### src/gclp_pkg.sv
// Shared types and constants for the G-code line parser.
`default_nettype none
package gclp_pkg;

  // Default number of characters scanned per line
  localparam int LINE_LIMIT_DEF = 99;

  // Result group codes
  localparam logic GRP_G = 1'b0;
  localparam logic GRP_M = 1'b1;

  typedef struct packed {
    logic        group;
    logic [6:0]  code;
    logic [31:0] arg;
    logic [31:0] x_pos;
    logic [31:0] y_pos;
    logic        last;
  } res_t;

  // Results raised by one end of line, r0 goes out first
  typedef struct packed {
    logic [1:0] n;
    res_t       r0;
    res_t       r1;
  } emit_t;

endpackage
`default_nettype wire

### src/gclp_scan.sv
// Character scanner, capture registers and end-of-line command decode.
`default_nettype none
module gclp_scan #(
  parameter int LINE_LIMIT = gclp_pkg::LINE_LIMIT_DEF
) (
  input  wire logic         clk,
  input  wire logic         rst_n,
  input  wire logic         stb,
  input  wire logic         kind,
  input  wire logic [7:0]   ch,
  output gclp_pkg::emit_t   emit
);

  localparam int CNT_W = $clog2(LINE_LIMIT + 1);

  localparam logic [2:0] MODE_BETWEEN = 3'd0;
  localparam logic [2:0] MODE_START   = 3'd1;
  localparam logic [2:0] MODE_SIGNED  = 3'd2;
  localparam logic [2:0] MODE_INT     = 3'd3;
  localparam logic [2:0] MODE_FRAC    = 3'd4;
  localparam logic [2:0] MODE_SKIP    = 3'd5;
  localparam logic [2:0] MODE_ENDED   = 3'd6;

  localparam logic [2:0] LET_G = 3'd0;
  localparam logic [2:0] LET_M = 3'd1;
  localparam logic [2:0] LET_X = 3'd2;
  localparam logic [2:0] LET_Y = 3'd3;
  localparam logic [2:0] LET_F = 3'd4;
  localparam logic [2:0] LET_P = 3'd5;

  localparam logic [7:0] CH_G     = 8'h47;
  localparam logic [7:0] CH_M     = 8'h4D;
  localparam logic [7:0] CH_X     = 8'h58;
  localparam logic [7:0] CH_Y     = 8'h59;
  localparam logic [7:0] CH_F     = 8'h46;
  localparam logic [7:0] CH_P     = 8'h50;
  localparam logic [7:0] CH_SEMI  = 8'h3B;
  localparam logic [7:0] CH_SPACE = 8'h20;
  localparam logic [7:0] CH_PLUS  = 8'h2B;
  localparam logic [7:0] CH_MINUS = 8'h2D;
  localparam logic [7:0] CH_DOT   = 8'h2E;
  localparam logic [7:0] CH_ZERO  = 8'h30;
  localparam logic [7:0] CH_NINE  = 8'h39;
  localparam logic [7:0] CH_NUL   = 8'h00;

  localparam logic [31:0] NEG_ONE  = 32'hFFFF_FFFF;
  localparam logic [6:0]  CODE_G0  = 7'd0;
  localparam logic [6:0]  CODE_G1  = 7'd1;
  localparam logic [6:0]  CODE_G4  = 7'd4;
  localparam logic [6:0]  CODE_G28 = 7'd28;

  // Signed 32-bit saturation of a magnitude with sign
  function automatic logic [31:0] sat_s(input logic [41:0] mag, input logic neg);
    logic [31:0] res;
    if (neg) begin
      if (mag >= 42'h0_8000_0000) res = 32'h8000_0000;
      else res = (~mag[31:0]) + 32'd1;
    end else begin
      if (mag > 42'h0_7FFF_FFFF) res = 32'h7FFF_FFFF;
      else res = mag[31:0];
    end
    return res;
  endfunction

  logic [2:0]       mode_r, mode_nxt;
  logic [2:0]       let_r, let_nxt;
  logic             neg_r, neg_nxt;
  logic [31:0]      whole_r, whole_nxt;
  logic [9:0]       frac_r, frac_nxt;
  logic [1:0]       fdig_r, fdig_nxt;
  logic [31:0]      g_r, g_nxt;
  logic [31:0]      m_r, m_nxt;
  logic [31:0]      x_r, x_nxt;
  logic [31:0]      y_r, y_nxt;
  logic [31:0]      spd_r, spd_nxt;
  logic [31:0]      pau_r, pau_nxt;
  logic [CNT_W-1:0] cnt_r, cnt_nxt;

  logic        is_char, is_eol, is_digit, in_num;
  logic [3:0]  dig;
  logic [35:0] whole_x10;
  logic [41:0] fixed_mag;
  logic [6:0]  fscale;
  logic [31:0] whole_sat, fixed_sat;
  logic        commit_c, commit_en;
  logic        g_hit, m_hit;
  gclp_pkg::res_t g_res, m_res;

  assign is_char  = stb && !kind && (cnt_r < CNT_W'(LINE_LIMIT));
  assign is_eol   = stb && kind;
  assign is_digit = (ch >= CH_ZERO) && (ch <= CH_NINE);
  assign dig      = ch[3:0];
  assign in_num   = (mode_r == MODE_START) || (mode_r == MODE_SIGNED) ||
                    (mode_r == MODE_INT) || (mode_r == MODE_FRAC);

  // whole*10 + d, saturating at all ones
  assign whole_x10 = {whole_r, 3'b000} + {3'b000, whole_r, 1'b0} + {32'd0, dig};

  always_comb begin
    unique case (fdig_r)
      2'd1:    fscale = 7'd100;
      2'd2:    fscale = 7'd10;
      2'd3:    fscale = 7'd1;
      default: fscale = 7'd0;
    endcase
  end

  assign fixed_mag = ({10'd0, whole_r} * 42'd1000) + ({32'd0, frac_r} * {35'd0, fscale});
  assign whole_sat = sat_s({10'd0, whole_r}, neg_r);
  assign fixed_sat = sat_s(fixed_mag, neg_r);

  // Character scanner
  always_comb begin
    mode_nxt  = mode_r;
    let_nxt   = let_r;
    neg_nxt   = neg_r;
    whole_nxt = whole_r;
    frac_nxt  = frac_r;
    fdig_nxt  = fdig_r;
    cnt_nxt   = cnt_r;
    commit_c  = 1'b0;
    if (is_char) begin
      cnt_nxt = cnt_r + CNT_W'(1);
      unique case (mode_r)
        MODE_BETWEEN: begin
          if (ch == CH_SPACE) begin
            mode_nxt = MODE_BETWEEN;
          end else if (ch == CH_SEMI || ch == CH_NUL) begin
            mode_nxt = MODE_ENDED;
          end else if (ch == CH_G || ch == CH_M || ch == CH_X || ch == CH_Y ||
                       ch == CH_F || ch == CH_P) begin
            mode_nxt  = MODE_START;
            neg_nxt   = 1'b0;
            whole_nxt = '0;
            frac_nxt  = '0;
            fdig_nxt  = '0;
            if (ch == CH_G)      let_nxt = LET_G;
            else if (ch == CH_M) let_nxt = LET_M;
            else if (ch == CH_X) let_nxt = LET_X;
            else if (ch == CH_Y) let_nxt = LET_Y;
            else if (ch == CH_F) let_nxt = LET_F;
            else                 let_nxt = LET_P;
          end else begin
            mode_nxt = MODE_SKIP;
          end
        end
        MODE_SKIP: begin
          if (ch == CH_SPACE)    mode_nxt = MODE_BETWEEN;
          else if (ch == CH_NUL) mode_nxt = MODE_ENDED;
        end
        MODE_START, MODE_SIGNED, MODE_INT, MODE_FRAC: begin
          if (mode_r == MODE_START && (ch == CH_PLUS || ch == CH_MINUS)) begin
            neg_nxt  = (ch == CH_MINUS);
            mode_nxt = MODE_SIGNED;
          end else if (is_digit) begin
            if (mode_r == MODE_FRAC) begin
              if (fdig_r != 2'd3) begin
                frac_nxt = 10'({frac_r, 3'b000} + {1'b0, frac_r, 1'b0} + {9'd0, dig});
                fdig_nxt = fdig_r + 2'd1;
              end
            end else begin
              whole_nxt = (whole_x10[35:32] != 4'd0) ? 32'hFFFF_FFFF : whole_x10[31:0];
              mode_nxt  = MODE_INT;
            end
          end else if (ch == CH_DOT && mode_r != MODE_FRAC) begin
            mode_nxt = MODE_FRAC;
          end else begin
            commit_c = 1'b1;
            if (ch == CH_SPACE)    mode_nxt = MODE_BETWEEN;
            else if (ch == CH_NUL) mode_nxt = MODE_ENDED;
            else                   mode_nxt = MODE_SKIP;
          end
        end
        default: mode_nxt = mode_r;
      endcase
    end
  end

  // Capture update; at end of line the pending number is folded in first
  assign commit_en = commit_c || (is_eol && in_num);

  always_comb begin
    g_nxt   = (commit_en && let_r == LET_G) ? whole_sat : g_r;
    m_nxt   = (commit_en && let_r == LET_M) ? whole_sat : m_r;
    x_nxt   = (commit_en && let_r == LET_X) ? fixed_sat : x_r;
    y_nxt   = (commit_en && let_r == LET_Y) ? fixed_sat : y_r;
    spd_nxt = (commit_en && let_r == LET_F) ? whole_sat : spd_r;
    pau_nxt = (commit_en && let_r != LET_G && let_r != LET_M && let_r != LET_X &&
               let_r != LET_Y && let_r != LET_F) ? whole_sat : pau_r;
  end

  // End-of-line command decode from the updated captures
  always_comb begin
    g_hit       = 1'b1;
    g_res.group = gclp_pkg::GRP_G;
    g_res.code  = g_nxt[6:0];
    g_res.arg   = '0;
    g_res.x_pos = '0;
    g_res.y_pos = '0;
    g_res.last  = 1'b0;
    unique case (g_nxt)
      32'd0: begin
        g_res.x_pos = x_nxt;
        g_res.y_pos = y_nxt;
      end
      32'd1:   g_res.arg = spd_nxt;
      32'd4:   g_res.arg = pau_nxt;
      32'd28:  g_res.arg = '0;
      default: g_hit = 1'b0;
    endcase
    m_hit       = (m_nxt == 32'd106) || (m_nxt == 32'd107);
    m_res.group = gclp_pkg::GRP_M;
    m_res.code  = m_nxt[6:0];
    m_res.arg   = '0;
    m_res.x_pos = '0;
    m_res.y_pos = '0;
    m_res.last  = 1'b1;
    g_res.last  = !m_hit;

    emit.n  = is_eol ? (2'(g_hit) + 2'(m_hit)) : 2'd0;
    emit.r0 = g_hit ? g_res : m_res;
    emit.r1 = m_res;
  end

  always_ff @(posedge clk) begin
    if (!rst_n || is_eol) begin
      mode_r  <= MODE_BETWEEN;
      let_r   <= LET_G;
      neg_r   <= 1'b0;
      whole_r <= '0;
      frac_r  <= '0;
      fdig_r  <= '0;
      g_r     <= NEG_ONE;
      m_r     <= NEG_ONE;
      x_r     <= '0;
      y_r     <= '0;
      spd_r   <= '0;
      pau_r   <= '0;
      cnt_r   <= '0;
    end else begin
      mode_r  <= mode_nxt;
      let_r   <= let_nxt;
      neg_r   <= neg_nxt;
      whole_r <= whole_nxt;
      frac_r  <= frac_nxt;
      fdig_r  <= fdig_nxt;
      g_r     <= g_nxt;
      m_r     <= m_nxt;
      x_r     <= x_nxt;
      y_r     <= y_nxt;
      spd_r   <= spd_nxt;
      pau_r   <= pau_nxt;
      cnt_r   <= cnt_nxt;
    end
  end

  // Only the listed G codes ever leave the decoder
  assert property (@(posedge clk) disable iff (!rst_n)
    (emit.n != 2'd0 && emit.r0.group == gclp_pkg::GRP_G) |->
      (emit.r0.code == CODE_G0 || emit.r0.code == CODE_G1 ||
       emit.r0.code == CODE_G4 || emit.r0.code == CODE_G28))
    else $error("gclp_scan: unexpected G code emitted");

endmodule
`default_nettype wire

### src/gcode_line_parser.sv
// G-code line parser: top level with input register and result queue.
//
// Usage:
//   Input channel (in_valid/in_ready, in_kind, in_ch) carries one character
//   per transfer (in_kind = 0) or an end-of-line marker (in_kind = 1).
//   Result channel (out_valid/out_ready) carries decoded commands: the G
//   command (G0, G1, G4, G28) then the M command (M106, M107) of a line,
//   out_last set on the final result of the line. Lines without a known
//   code give no result.
//   A character is registered on transfer and scanned the next cycle. An
//   end-of-line marker passes the input register and the scanner's decode
//   into the result queue, from which its first result is shown on out_*.
//   Throughput: one item per cycle. The result queue holds four entries;
//   in_ready drops while more than two results wait, or while a staged
//   end-of-line marker still needs room for its two possible results, so a
//   stalled receiver backs up the input only after results pile up.
//   Reset (rst_n low, synchronous) empties the queue and the input register
//   and returns the scanner to the start of an empty line.
//   Only the first LINE_LIMIT characters of a line are scanned.
`default_nettype none
module gcode_line_parser #(
  parameter int LINE_LIMIT = gclp_pkg::LINE_LIMIT_DEF
) (
  input  wire logic        clk,
  input  wire logic        rst_n,
  input  wire logic        in_valid,
  output      logic        in_ready,
  input  wire logic        in_kind,
  input  wire logic [7:0]  in_ch,
  output      logic        out_valid,
  input  wire logic        out_ready,
  output      logic        out_group,
  output      logic [6:0]  out_code,
  output      logic [31:0] out_arg,
  output      logic [31:0] out_x_pos,
  output      logic [31:0] out_y_pos,
  output      logic        out_last
);

  localparam int DEPTH = 4;
  localparam int PTR_W = $clog2(DEPTH);
  localparam int QC_W  = $clog2(DEPTH + 1);

  // Input register
  logic       stg_v_r, stg_v_nxt;
  logic       stg_kind_r;
  logic [7:0] stg_ch_r;
  logic       in_xfer, out_xfer;

  gclp_pkg::emit_t emit;

  // Result queue
  gclp_pkg::res_t   q_r [DEPTH];
  logic [PTR_W-1:0] wptr_r, wptr_nxt, rptr_r, rptr_nxt;
  logic [QC_W-1:0]  qcnt_r, qcnt_nxt;

  // Room for a staged end-of-line marker's results plus the item arriving now
  assign in_ready = ({1'b0, qcnt_r} + ((stg_v_r && stg_kind_r) ? (QC_W+1)'(2) : '0))
                    <= (QC_W+1)'(DEPTH - 2);
  assign in_xfer  = in_valid && in_ready;
  assign stg_v_nxt = in_xfer;

  always_ff @(posedge clk) begin
    if (!rst_n) begin
      stg_v_r <= 1'b0;
    end else begin
      stg_v_r <= stg_v_nxt;
    end
  end

  always_ff @(posedge clk) begin
    if (in_xfer) begin
      stg_kind_r <= in_kind;
      stg_ch_r   <= in_ch;
    end
  end

  gclp_scan #(
    .LINE_LIMIT (LINE_LIMIT)
  ) u_scan (
    .clk   (clk),
    .rst_n (rst_n),
    .stb   (stg_v_r),
    .kind  (stg_kind_r),
    .ch    (stg_ch_r),
    .emit  (emit)
  );

  assign out_valid = (qcnt_r != '0);
  assign out_xfer  = out_valid && out_ready;

  assign wptr_nxt = wptr_r + PTR_W'(emit.n);
  assign rptr_nxt = rptr_r + PTR_W'(out_xfer);
  assign qcnt_nxt = qcnt_r - QC_W'(out_xfer) + QC_W'(emit.n);

  always_ff @(posedge clk) begin
    if (!rst_n) begin
      wptr_r <= '0;
      rptr_r <= '0;
      qcnt_r <= '0;
    end else begin
      wptr_r <= wptr_nxt;
      rptr_r <= rptr_nxt;
      qcnt_r <= qcnt_nxt;
    end
  end

  // Up to two results written per cycle
  always_ff @(posedge clk) begin
    if (emit.n != 2'd0) begin
      q_r[wptr_r] <= emit.r0;
    end
    if (emit.n == 2'd2) begin
      q_r[wptr_r + PTR_W'(1)] <= emit.r1;
    end
  end

  assign out_group = q_r[rptr_r].group;
  assign out_code  = q_r[rptr_r].code;
  assign out_arg   = q_r[rptr_r].arg;
  assign out_x_pos = q_r[rptr_r].x_pos;
  assign out_y_pos = q_r[rptr_r].y_pos;
  assign out_last  = q_r[rptr_r].last;

  // Queue never overfills
  assert property (@(posedge clk) disable iff (!rst_n)
    qcnt_r <= QC_W'(DEPTH))
    else $error("gcode_line_parser: result queue overflow");

  // A staged item always has room for both of its results
  assert property (@(posedge clk) disable iff (!rst_n)
    stg_v_r |-> (qcnt_r <= QC_W'(DEPTH - 2)))
    else $error("gcode_line_parser: staged item without queue room");

  // An M command is always the final result of its line
  assert property (@(posedge clk) disable iff (!rst_n)
    (out_valid && out_group == gclp_pkg::GRP_M) |-> out_last)
    else $error("gcode_line_parser: M result without last");

  // Queue bookkeeping matches the transfers
  assert property (@(posedge clk) disable iff (!rst_n)
    (emit.n == 2'd0 && out_xfer) |=> (qcnt_r == $past(qcnt_r) - QC_W'(1)))
    else $error("gcode_line_parser: queue count mismatch");

endmodule
`default_nettype wire

### config.mk
export PLATFORM = sky130hd
export DESIGN_NAME = gcode_line_parser
export DESIGN_NICKNAME = d
export VERILOG_FILES = /design/src/gclp_pkg.sv /design/src/gclp_scan.sv /design/src/gcode_line_parser.sv
export SDC_FILE = /design/constraint.sdc
export NUM_CORES = 2
export LEC_CHECK = 0
export ABC_AREA = 1
export BUFFER_PORTS_ARGS = -buffer_cell sky130_fd_sc_hd__buf_2
export CORE_MARGIN = 2
export CORE_UTILIZATION = 45
export DETAILED_ROUTE_END_ITERATION = 7
export PLACE_DENSITY = 0.7
export SLEW_MARGIN = 10
export SYNTH_ARGS = -nofsm -noshare
export SYNTH_HDL_FRONTEND = slang
export SYNTH_HIERARCHICAL = 1
export SYNTH_SLANG_ARGS = --single-unit
### constraint.sdc
create_clock -name clk -period 19.5 [get_ports clk]
set_input_delay 0.975 -clock clk [delete_from_list [all_inputs] [get_ports clk]]
set_output_delay 0.975 -clock clk [all_outputs]
set_load 0.01 [all_outputs]
==> metrics.md <==
| Metric | Value |
|---|---|
| Row Count | between 100 and 150 |
| GR Overflow Total | 0 |
| Crit Path Max Fanout | 28 |
| Clk pin slew, worst setup/hold paths | roughly 0.06 ns |
| Async S/R FF share, synth | 0% |
| Met1 usage in global routing | 31.6% |
| Leakage | a little over 20 nW |
| Register bit count reported by yosys | between 600 and 700 |
| Mapped Cells | 6,029 |
| Post CTS Setup Buffer Count | 0 |
| H-tree depth | 3 |
| Met3 GRT Util | 3.65% |
| Min cycle time layout | 9.47 ns |
| WHS Path Cells | 2 |
| Post-route ant nets | 0 |
| Syn Area/Cell | a little under 8 µm² |
| Worst EP arrival | slightly below 10 ns |
| Dpl cell area | between 40,000 and 50,000 µm² |
| Routed vias/inst | 5.38 |
| Fill count | between 10,000 and 15,000 |
| Non-Filler Instances | ~7,400 |
| Routed WL per cell | 17.3 µm |
| Final instance area | ~51,000 µm² |
| Max Slew Vio Count | 0 |
| Pin count of the biggest net entering global routing | 99 |
| Fmax | between 100 and 150 MHz |
| Post-synth EDFFs | 429 |
| First-pass GRT wire length | a little over 200,000 µm |
| Count leader, synth | nand2_1 |
| Clk buf depth | 3 |
| Post-cts resize count | 0 |
| Vias in the first global route | roughly 38,000 |
| Die H | roughly 330 µm |
| DRT iter0 DRCs | 3,345 |
| # nets final | around 6,400 |
| Worst path required time | between 15 and 20 ns |
| Die area | around 110,000 µm² |
| Max transition margin | approximately a quarter |
| Setup Skew | approximately 0.026 ns |
| Drt drc | 0 |
| Crit path capture type | register |
| Crit Path Class | register to register |
| Share of layout cells above drive strength 1 | 8.55% |
| Root buffer cell | clkbuf_16 |
| Starting Density | 45.3% |
| Commonest cells in the synthesized netlist | 1,393 x nand2_1, 638 x inv_1, 586 x nor2_1 |
| Cts bufs inserted | 76 |
| CTS tree | yes |
| Number of diodes | 0 |
| Mapped cell area | between 40,000 and 50,000 µm² |
| Unrepaired setup endpoints after global routing | no |
| Hold Buf Count CTS | 0 |
| Critical Path Max Stage Delay | 0.63 ns |
| Netlist cell types | between 50 and 60 |
| Placed Instances | about 7,300 |
| Worst IR Drop VDD | 0.101 mV |
| Worst-Margin Slew | 1.13 ns |
| HPWL Detailed | 88,400 µm |
| Final wirelength | around 130,000 µm |
| Placer Congestion | 0.956 |
| Layer with the highest usage | met2 |
| Via count | 40,000 |
| Max-cap viol count | 0 |
| Slowest stage cell on the critical path | dfxtp_1 |
| YS warnings | 6 |
| Router iterations before antenna repair | 6 |
| IO Port Bufs | about 120 |
| Count of final setup violators | 0 |
| Worst Hold Launch | u_scan/m_r[20] |
| Synth top area share | about 27% |
| Reg2reg path depth | 37 |
| Crit start category | register |
| Skew-Pair Late Insertion Delay | about 0.66 ns |
| Worst R2R Start | u_scan/whole_r[2] |
| I/O pin total | 120 |
| Flop2flop setup slack | between 10 and 15 ns |
| Power per standard cell area | around 66 nW/µm² |
| CP bufs+invs | 4 |
| HP Class | register to register |
| Met2 usage | just under 40% |
| Antenna violations before repair | 1 |
| Synth area leaders | edfxtp_1 27%, nand2_1 11%, dfxtp_1 11%, fa_1 6.9%, ha_1 6.6% |
| CP top delay family | adder cells |
| Post-synthesis sequential area ratio | a little under two fifths |
| Final worst-path cycle share | 48.6% |
| Core Footprint | roughly 110,000 µm² |
| Sink Count | a little under 700 |
| Die width | 329 µm |
| Hold EP | u_scan/m_r[20] |
| Status | finished, final reports clean |
| Final setup TNS | 0 ns |
| R2r endpoint | q_r[3][21] |
| GRT Overall Usage | a little under a quarter |
| Final Hold Fails | 0 |
| Post-synth top flop | edfxtp_1 |
| Fin util | between 40% and 50% |
| Largest area contributor in the netlist | edfxtp_1 |
| Syn-to-layout area delta | 7.19% |
## cell usage in the layout (no fill, tap or decap), types with 48 or more instances in the layout
cell type  instances
xor2_1            69
o21ai_0          448
inv_1            638
clkbuf_16         79
inv_2             48
dfxtp_1          256
nand3_1          260
mux2i_1           51
nand2_1         1386
edfxtp_1         429
fa_1             164
conb_1            98
buf_2            119
o21ai_1          344
o22ai_1          138
nor2_2            85
a21oi_1          150
or2_2             53
ha_1             253
nand4_1           83
nor2_1           580
## kinds of logic after synthesis
family                     after synthesis  share of synthesized area (%)
and+or+nand+nor                       2559                           22.7
AOI/OAI and AO/OA                     1136                           12.6
adders and majority gates              417                           13.5
xor gates and xnor gates               105                           1.93
other                                    2                         0.0158
buffers and inverters                 1072                           10.2
DFF                                    687                           37.9
muxes                                   51                           1.07
## power by group
| group | total, mW | internal [mW] | leakage (nW) | switching, mW |
|---|---|---|---|---|
| sequential | 1.56 | 1.54 | 5.24 | 0.0153 |
| combinational | 0.343 | 0.0809 | 13.9 | 0.262 |
| clock | 1.47 | 0.851 | 1.23 | 0.617 |
## registers in the layout, indices dropped and copies added (netlist names), 3 cells and up
register,cells
q_r,420
qcnt_r,3
stg_ch_r,8
u_scan/cnt_r,7
u_scan/frac_r,10
u_scan/g_r,32
u_scan/let_r,3
u_scan/m_r,32
u_scan/mode_r,3
u_scan/pau_r,32
u_scan/spd_r,32
u_scan/whole_r,32
u_scan/x_r,32
u_scan/y_r,32
## worst register-to-register path, delay by kind of cell (launching register included)
family          cells  cell delay, ns
flops               1            0.63
buf+inv             4            0.35
xor+xnor            1            0.18
fa+ha+maj           9            3.99
simple gates       18            3.29
compound gates      5            0.73
## per-layer routing
metal | routed length (µm) | up-vias
met5 | 0 | -
met4 | 3420 | 0
met3 | 9760 | 189
met2 | 59500 | 1284
met1 | 55700 | 19000
li1 | - | 19600
## metrics by stage
stage | total power, mW | setup slack, ns | hold slack [ns]
after global routing | 3.48 | 9.28 | 0.477
final | 3.37 | 10.03 | 0.457
after CTS | 3.38 | 9.73 | 0.457
after detailed placement | 1.93 | 9.82 | 0.443
after global placement | 1.92 | 10.03 | 0.430
after floorplan | 1.83 | 7.55 | 0.418
## worst max-delay path by stage
stage,cells past startpoint,start,slack (ns),to
2_1_floorplan,22,u_scan/whole_r[25],7.55,q_r[3][0]
3_3_place_gp,37,u_scan/whole_r[2],10.03,q_r[1][57]
3_5_place_dp,37,u_scan/whole_r[2],9.82,q_r[3][19]
4_1_cts,37,u_scan/whole_r[2],9.73,q_r[3][21]
5_1_grt,37,u_scan/whole_r[2],9.28,q_r[3][21]
6_report,37,u_scan/whole_r[2],10.03,q_r[3][21]
## final cells by class
class / count / area (µm²) / area share (%)
clock buffer: 109 / 2170 / 4.25
clock inverter: 32 / 385 / 0.755
inverter: 692 / 2600 / 5.10
multi-input combinational: 4366 / 25200 / 49.4
sequential: 687 / 18100 / 35.4
tap: 1391 / 1740 / 3.41
timing repair buffer: 161 / 911 / 1.78
(Power assumes the default switching activity.)
